### src/rtl/core/scf_pkg.sv
`timescale 1ns / 1ps
`default_nettype none

package scf_pkg;

    localparam int MAX_STRIPS_DEF    = 10;
    localparam int SENSOR_STRIPS_DEF = 1024;

    localparam int RAW_W    = 16;
    localparam int LAYER_W  = 2;
    localparam int CHARGE_W = 8;
    localparam int STRIP_W  = 10;
    localparam int COUNT_W  = 4;

    localparam logic [CHARGE_W-1:0] CHARGE_CAP = 8'hFF;

    // Output stream packing, lowest bits first.
    localparam int OUT_DATA_BITS = 2 * STRIP_W + 2 * COUNT_W + CHARGE_W;
    localparam int OUT_DATA_W    = ((OUT_DATA_BITS + 7) / 8) * 8;

    typedef struct packed {
        logic [RAW_W-1:0]   raw_charge;
        logic [LAYER_W-1:0] layer_id;
        logic               sensor_last;
    } t_strip;

    typedef struct packed {
        logic [LAYER_W-1:0]  cluster_layer;
        logic [STRIP_W-1:0]  first_strip;
        logic [COUNT_W-1:0]  strip_count;
        logic [COUNT_W-1:0]  peak_offset;
        logic [CHARGE_W-1:0] peak_charge;
        logic [STRIP_W-1:0]  hit_strip;
    } t_cluster;

endpackage

`default_nettype wire

### src/rtl/core/strip_cluster_finder.sv
`timescale 1ns / 1ps
`default_nettype none

// Channel   Direction  tdata                    tuser          tlast
// s_axis    in         raw_charge               layer_id       sensor_last
// m_axis    out        cluster fields (40 bits) cluster_layer  -
//
// One strip is taken every cycle unless a stall on m_axis backs up into the input
// register. The cluster that a strip closes passes through the input register, then
// the result register, before it is offered on m_axis.
// The cluster update itself is a single compare-and-add on the registered strip.
// Reset clears the open cluster and sets the strip position to zero.
// A stall on m_axis holds the result; s_axis keeps taking strips while the
// input register can move forward.

module strip_cluster_finder #(
    parameter int MAX_STRIPS    = scf_pkg::MAX_STRIPS_DEF,
    parameter int SENSOR_STRIPS = scf_pkg::SENSOR_STRIPS_DEF
) (
    input  wire                              i_clk,
    input  wire                              i_rst_n,
    input  wire                              s_axis_tvalid,
    output logic                             s_axis_tready,
    input  wire  [scf_pkg::RAW_W-1:0]        s_axis_tdata,   // [15:0] raw_charge
    input  wire  [scf_pkg::LAYER_W-1:0]      s_axis_tuser,   // [1:0] layer_id
    input  wire                              s_axis_tlast,   // sensor_last
    output logic                             m_axis_tvalid,
    input  wire                              m_axis_tready,
    // [9:0] first_strip, [13:10] strip_count, [17:14] peak_offset,
    // [25:18] peak_charge, [35:26] hit_strip, [39:36] zero
    output logic [scf_pkg::OUT_DATA_W-1:0]   m_axis_tdata,
    output logic [scf_pkg::LAYER_W-1:0]      m_axis_tuser    // [1:0] cluster_layer
);

    logic              r_in_valid;
    scf_pkg::t_strip   r_in_strip;
    logic              r_out_valid;
    scf_pkg::t_cluster r_out;

    logic              out_free;
    logic              process;
    logic              emit;
    scf_pkg::t_cluster cluster;

    assign out_free      = !r_out_valid || m_axis_tready;
    assign process       = r_in_valid && out_free;
    assign s_axis_tready = !r_in_valid || out_free;

    always_ff @(posedge i_clk) begin
        if (!i_rst_n) begin
            r_in_valid <= 1'b0;
        end else if (s_axis_tready) begin
            r_in_valid <= s_axis_tvalid;
        end
    end

    always_ff @(posedge i_clk) begin
        if (s_axis_tready && s_axis_tvalid) begin
            r_in_strip.raw_charge  <= s_axis_tdata;
            r_in_strip.layer_id    <= s_axis_tuser;
            r_in_strip.sensor_last <= s_axis_tlast;
        end
    end

    scf_cluster #(
        .MAX_STRIPS    (MAX_STRIPS),
        .SENSOR_STRIPS (SENSOR_STRIPS)
    ) u_cluster (
        .i_clk     (i_clk),
        .i_rst_n   (i_rst_n),
        .i_valid   (process),
        .i_strip   (r_in_strip),
        .o_emit    (emit),
        .o_cluster (cluster)
    );

    always_ff @(posedge i_clk) begin
        if (!i_rst_n) begin
            r_out_valid <= 1'b0;
        end else if (out_free) begin
            r_out_valid <= process && emit;
        end
    end

    always_ff @(posedge i_clk) begin
        if (process && emit) begin
            r_out <= cluster;
        end
    end

    assign m_axis_tvalid = r_out_valid;
    assign m_axis_tuser  = r_out.cluster_layer;
    assign m_axis_tdata  = {
        {(scf_pkg::OUT_DATA_W - scf_pkg::OUT_DATA_BITS){1'b0}},
        r_out.hit_strip,
        r_out.peak_charge,
        r_out.peak_offset,
        r_out.strip_count,
        r_out.first_strip
    };

endmodule

`default_nettype wire

### src/rtl/core/scf_cluster.sv
`timescale 1ns / 1ps
`default_nettype none

module scf_cluster #(
    parameter int MAX_STRIPS    = scf_pkg::MAX_STRIPS_DEF,
    parameter int SENSOR_STRIPS = scf_pkg::SENSOR_STRIPS_DEF
) (
    input  wire                   i_clk,
    input  wire                   i_rst_n,
    input  wire                   i_valid,
    input  wire scf_pkg::t_strip  i_strip,
    output logic                  o_emit,
    output scf_pkg::t_cluster     o_cluster
);

    localparam int LEN_W = $clog2(MAX_STRIPS + 1);
    localparam int POS_W = $clog2(SENSOR_STRIPS);
    localparam int SUM_W = ((POS_W > LEN_W) ? POS_W : LEN_W) + 1;

    logic                         r_in_cluster, n_in_cluster;
    logic [LEN_W-1:0]             r_run_length, n_run_length;
    logic [POS_W-1:0]             r_run_start, n_run_start;
    logic [scf_pkg::CHARGE_W-1:0] r_best_charge, n_best_charge;
    logic [LEN_W-1:0]             r_best_offset, n_best_offset;
    logic [POS_W-1:0]             r_position, n_position;
    logic [scf_pkg::LAYER_W-1:0]  r_run_layer, n_run_layer;

    logic [scf_pkg::CHARGE_W-1:0] charge;
    logic [SUM_W-1:0]             hit_sum;

    always_comb begin
        if (|i_strip.raw_charge[scf_pkg::RAW_W-1:scf_pkg::CHARGE_W]) begin
            charge = scf_pkg::CHARGE_CAP;
        end else begin
            charge = i_strip.raw_charge[scf_pkg::CHARGE_W-1:0];
        end
    end

    always_comb begin
        n_in_cluster  = r_in_cluster;
        n_run_length  = r_run_length;
        n_run_start   = r_run_start;
        n_best_charge = r_best_charge;
        n_best_offset = r_best_offset;
        n_run_layer   = r_run_layer;
        o_emit        = 1'b0;

        if (r_in_cluster) begin
            if (charge == '0) begin
                o_emit       = 1'b1;
                n_in_cluster = 1'b0;
            end else begin
                if (charge > r_best_charge) begin
                    n_best_charge = charge;
                    n_best_offset = r_run_length;
                end
                n_run_length = r_run_length + LEN_W'(1);
                if (n_run_length >= LEN_W'(MAX_STRIPS) || i_strip.sensor_last) begin
                    o_emit       = 1'b1;
                    n_in_cluster = 1'b0;
                end
            end
        end else if (charge != '0) begin
            n_in_cluster  = 1'b1;
            n_run_start   = r_position;
            n_run_length  = LEN_W'(1);
            n_best_charge = charge;
            n_best_offset = '0;
            n_run_layer   = i_strip.layer_id;
            if (n_run_length >= LEN_W'(MAX_STRIPS) || i_strip.sensor_last) begin
                o_emit       = 1'b1;
                n_in_cluster = 1'b0;
            end
        end

        if (i_strip.sensor_last || r_position == POS_W'(SENSOR_STRIPS - 1)) begin
            n_position = '0;
        end else begin
            n_position = r_position + POS_W'(1);
        end
    end

    assign hit_sum = SUM_W'(n_run_start) + SUM_W'(n_best_offset);

    always_comb begin
        o_cluster.cluster_layer = n_run_layer;
        o_cluster.first_strip   = scf_pkg::STRIP_W'(n_run_start);
        o_cluster.strip_count   = scf_pkg::COUNT_W'(n_run_length);
        o_cluster.peak_offset   = scf_pkg::COUNT_W'(n_best_offset);
        o_cluster.peak_charge   = n_best_charge;
        o_cluster.hit_strip     = scf_pkg::STRIP_W'(hit_sum);
    end

    always_ff @(posedge i_clk) begin
        if (!i_rst_n) begin
            r_in_cluster  <= 1'b0;
            r_run_length  <= '0;
            r_run_start   <= '0;
            r_best_charge <= '0;
            r_best_offset <= '0;
            r_position    <= '0;
            r_run_layer   <= '0;
        end else if (i_valid) begin
            r_in_cluster  <= n_in_cluster;
            r_run_length  <= n_run_length;
            r_run_start   <= n_run_start;
            r_best_charge <= n_best_charge;
            r_best_offset <= n_best_offset;
            r_position    <= n_position;
            r_run_layer   <= n_run_layer;
        end
    end

endmodule

`default_nettype wire

### config.mk
export PLATFORM = sky130hd
export DESIGN_NAME = strip_cluster_finder
export DESIGN_NICKNAME = d
export VERILOG_FILES = /design/src/rtl/core/scf_pkg.sv /design/src/rtl/core/strip_cluster_finder.sv /design/src/rtl/core/scf_cluster.sv
export SDC_FILE = /design/constraint.sdc
export NUM_CORES = 1
export LEC_CHECK = 0
export BUFFER_PORTS_ARGS = -buffer_cell sky130_fd_sc_hd__buf_2
export CAP_MARGIN = 0
export CORE_ASPECT_RATIO = 0.75
export CORE_MARGIN = 2
export CORE_UTILIZATION = 35
export DETAILED_ROUTE_END_ITERATION = 8
export GPL_ROUTABILITY_DRIVEN = 1
export HOLD_SLACK_MARGIN = 0.02
export PLACE_DENSITY = 0.58
export SLEW_MARGIN = 20
export SYNTH_ARGS = -nofsm -noshare
export SYNTH_HDL_FRONTEND = slang
export SYNTH_SLANG_ARGS = --single-unit
### constraint.sdc
create_clock -name i_clk -period 10 [get_ports i_clk]
set_input_delay 2 -clock i_clk [delete_from_list [all_inputs] [get_ports i_clk]]
set_output_delay 2 -clock i_clk [all_outputs]
set_load 0.02 [all_outputs]
# After elaboration in Yosys (flattened, before gate mapping)
# Cells that the tools add are included.
# Widths: inputs -> output; s select.
# op_classes
addsub,3
n_lt_le_gt_ge,2
n_reduce_logical,12
muxes,27
eq_ne,1
# op_table
operator,count
$mux 8,5
$mux 10,3
$mux 4,7
$add 10x1->10 const B,1
$add 10x4->10,1
$eq 10x10->1 const B,1
$mux 1,10
$gt 8x8->1,1
$logic_not 8->1,1
$reduce_bool 8->1,1
$reduce_or 8->1,1
$add 4x1->4 const B,1
$ge 4x4->1 const B,1
$logic_or 1x1->1,4
$mux 2,2
$logic_and 1x1->1,3
$logic_not 1->1,2
# totals
ff_bits,98
out_inout_bits,44

# Depth between registers and ports, before layout
# logic_depth
word_depth,7
mapped_depth,18
ltp_nobuf,16

# Modules after synthesis
# From an unflattened synthesis, not the netlist that was laid out.
# hier_totals
cells_unflattened,393
area_unflattened_um2,4521.8
# modules_own_cells
module,area_each_um2,n_inst,seq_area_each_um2,cells_per_inst
scf_cluster,2663.8,1,780.7,318
strip_cluster_finder,1858.0,1,1751.7,75

# Least setup slack after synthesis
# Ideal clock, no wire load.
# synth_path
path_type,input to output
from,input port m_axis_tready
to,output port s_axis_tready
path_slack_ns,5.605
n_path_buf,0
required_time_ns,8.000
t_arrival_ns,2.395
stages,2
path_cell_list,nor2b_1 > nand2_1
# synth_via
elab_chain_cells,2
# synth_rtl
item,line_no,source
"start, declared",strip_cluster_finder.sv:28,"input wire m_axis_tready,"
$logic_or 1x1->1,strip_cluster_finder.sv:45,assign out_free = !r_out_valid || m_axis_tready;
$logic_or 1x1->1,strip_cluster_finder.sv:47,assign s_axis_tready = !r_in_valid || out_free;
"end, declared",strip_cluster_finder.sv:23,"output logic s_axis_tready,"
# Every way passes these cells.

==> metrics.cfg <==
[status]
outcome=finished, final reports clean

[sta]
grt_setup_unrepaired=no
finalSetupViolations=0
fin_tns_setup_ns=0
period_needed_ns=4.81
whs_ns=0.456
finalHoldViolations=0
slew_headroom_pct=37.6
fin_crit_sh_pct=48.1
tightest_slew_ns=0.936
skew_ns=0.00580
max_freq_ghz=0.208
finalMaxSlewViolations=0

[worst_setup_path]
cp-end-kind=register
slowest_stage=o22ai_1
critPathLaunchType=register
crit_chain=or4_1 > or3_1 > ha_1 > nor2b_1 > o211ai_1 > a21oi_1 > o22ai_1 > a21o_2 > a22o_1 > ha_1 > fa_1 > a21oi_1 > o21bai_1 > o21ai_0 > xnor2_1
critPathArrivalTime_ns=4.91
crit_required_ns=10.10
crit_family=compound AO/OA/AOI/OAI gates
max_stage_delay_ns=0.71
crit_buf_inv=0
critPathMaxFanout=13
crit_type=register to register

[power]
powerDensity_nw_per_um2=162
power_leakage_nw=1.91
ir_drop_v=0.0000912

[global_routing]
grt_pass1_vias=2950
grt_first_pass_wirelength_mm=15.4
grt_max_degree=30
busiest_layer=met1
antenna_found_initial=0
grtUsageMet2_pct=20.5
grt_util_all_layers_pct=14.6
gr-usage-met1_pct=21.3
met3_usage_pct=4.10
grt-ovfl-total=0

[detailed_routing]
drtAntennaViolNets=0
wl_per_cell_um=15.0
drcViolationCount=0
first_pass_iters=5
routed_wl_mm=9.21
drt_iter0_drc=204
avgViaCountPerCell=4.92
vias=3028

[die]
die_area_um2=13700
die_h_um=102
ios=67
floorplan.initialDensity_pct=36.1
core_area_um2=12300
rows=35
fp.dieW_um=134

[synth]
ys.flop_type=edfxtp_1
netlist_top_cells_area=edfxtp_1 (38%), dfxtp_1 (18%), ha_1 (4.5%), mux2_2 (3.8%), nand2_1 (3.3%)
synth-edff-count=57
async_flop_share_pct=0
synth-seq-cells=98
synth_warnings=0
synth_cells=388
synth.top_cell.area_share_pct=38.4
synth_area_leader_cell=edfxtp_1
syn_avg_cell_area_um2=11.5
yosysSeqAreaShare_pct=56.9
ys_types=58
synth_area_um2=4450

[final_layout]
syn2layout_area_growth_pct=15.3
mostFrequentLayoutCell=buf_2
diodes=0
final_cell_mix=buf_2 (62), edfxtp_1 (57), dfxtp_1 (41)
drive_above_1_share_pct=24.1
nFillCells=1214
final_net_count=484
instances_no_fill=615
fin_util_pct=41.6

[clock_tree]
clk_path_buf_depth=2
clock_latency_ns=0.34
tritoncts.num_buffers=9
cts_tree=built
clkSlewWorstSetupHoldPaths_ns=0.07
cts_resized=0
clockRootBuffer=clkbuf_16
post_cts_buffers=0
cts_sinks=98
ctsHoldBuffers=0
htreeDepth=3

[worst_hold_path]
hold_class=register to register

[placed_design]
gp_congestion=0.824
dp_cells=599
dp_hpwl_mm=6.43
portBuffers=62

[flow_run]
maxCapViolations=0

layout make-up:
class                   instances  area, um2  share of cell area [%]
clock buffers                  10        239                    4.65
repair buffers                 65        333                    6.48
inverters                      14       52.6                    1.02
multi-input cells             256       1730                    33.7
flip-flops and latches         98       2530                    49.3
clock inverters                 6       41.3                   0.804
well taps                     166        208                    4.04
metrics by stage:
step                      instance area (um2)  total power [mW]  worst slack [ns]
after floorplan                          4470             0.497              5.60
after CTS                                5140             0.840              5.21
after global routing                     5140             0.866              4.73
after global placement                   4860             0.513              5.36
after detailed placement                 4860             0.514              5.24
final                                    5140             0.830              5.19
per-layer routing:
| layer | part of all wire [%] | routed length (um) |
|---|---|---|
| met1 | 52 | 4820 |
| met2 | 40 | 3690 |
| met3 | 6.1 | 558 |
| met4 | 1.6 | 145 |
| met5 | 0 | 0 |
logic make-up after synthesis:
group,count (synthesis),synth area share (%)
XOR/XNOR,16,3.15
other,1,0.0842
AND/OR/NAND/NOR,126,14.2
flip-flops,98,56.9
adder cells (fa/ha/maj),17,4.94
multiplexers,17,4.24
AO/OA/AOI/OAI,76,11.7
buffers and inverters,37,4.77
state kept, by name, summed over array words and instances (netlist names), 2 cells and up:
| signal | count |
|---|---|
| m_axis_tdata | 36 |
| u_cluster.r_run_layer | 2 |
| r_in_strip | 19 |
| u_cluster.r_position | 10 |
| u_cluster.r_best_offset | 4 |
| u_cluster.r_run_start | 10 |
| u_cluster.r_best_charge | 8 |
| m_axis_tuser | 2 |
| u_cluster.r_run_length | 4 |
where the power goes:
group / internal (mW) / total, mW / switching [mW]
clock: 0.176 / 0.325 / 0.150
combinational: 0.0193 / 0.0553 / 0.0360
sequential: 0.441 / 0.449 / 0.00863
total: 0.636 / 0.830 / 0.195
worst reg2reg max path, delay by kind of cell, from the launching register on:
kind | cells | cell delay (ns)
AOI/OAI and AO/OA | 8 | 2.11
and+or+nand+nor | 3 | 1.24
adders and majority gates | 3 | 0.72
DFF | 1 | 0.35
xor gates and xnor gates | 1 | 0.15
worst paths after layout:
| path | start | to | slack [ns] | cells past startpoint |
|---|---|---|---|---|
| worst max-delay path | r_in_strip[14]$_DFFE_PP_ | m_axis_tdata[32]$_DFFE_PP_ | 5.19 | 15 |
| worst min-delay path | u_cluster.r_run_start[0]$_SDFFE_PN0P_ | u_cluster.r_run_start[0]$_SDFFE_PN0P_ | 0.46 | 2 |
| worst max register to register | r_in_strip[14]$_DFFE_PP_ | m_axis_tdata[32]$_DFFE_PP_ | 5.19 | 15 |
| worst min register to register | u_cluster.r_run_start[0]$_SDFFE_PN0P_ | u_cluster.r_run_start[0]$_SDFFE_PN0P_ | 0.46 | 2 |
synthesized netlist by cell type (all sizes together) (2+ instances only):
cell / number
a21o: 4
or3: 12
o31ai: 2
xor2: 6
nor2: 30
edfxtp: 57
dfxtp: 41
nor2b: 3
xnor2: 10
a31oi: 3
nor4: 2
buf: 14
mux2: 15
inv: 14
nor3: 7
mux2i: 2
clkbuf: 9
ha: 16
o21ai: 13
nand2: 39
nand4: 4
and2: 2
nand2b: 2
a211oi: 8
nand3: 10
and3: 8
o21bai: 2
o22ai: 4
a32o: 4
or4: 2
a21oi: 22
a22o: 7
Power figures use the tool's default switching activity.
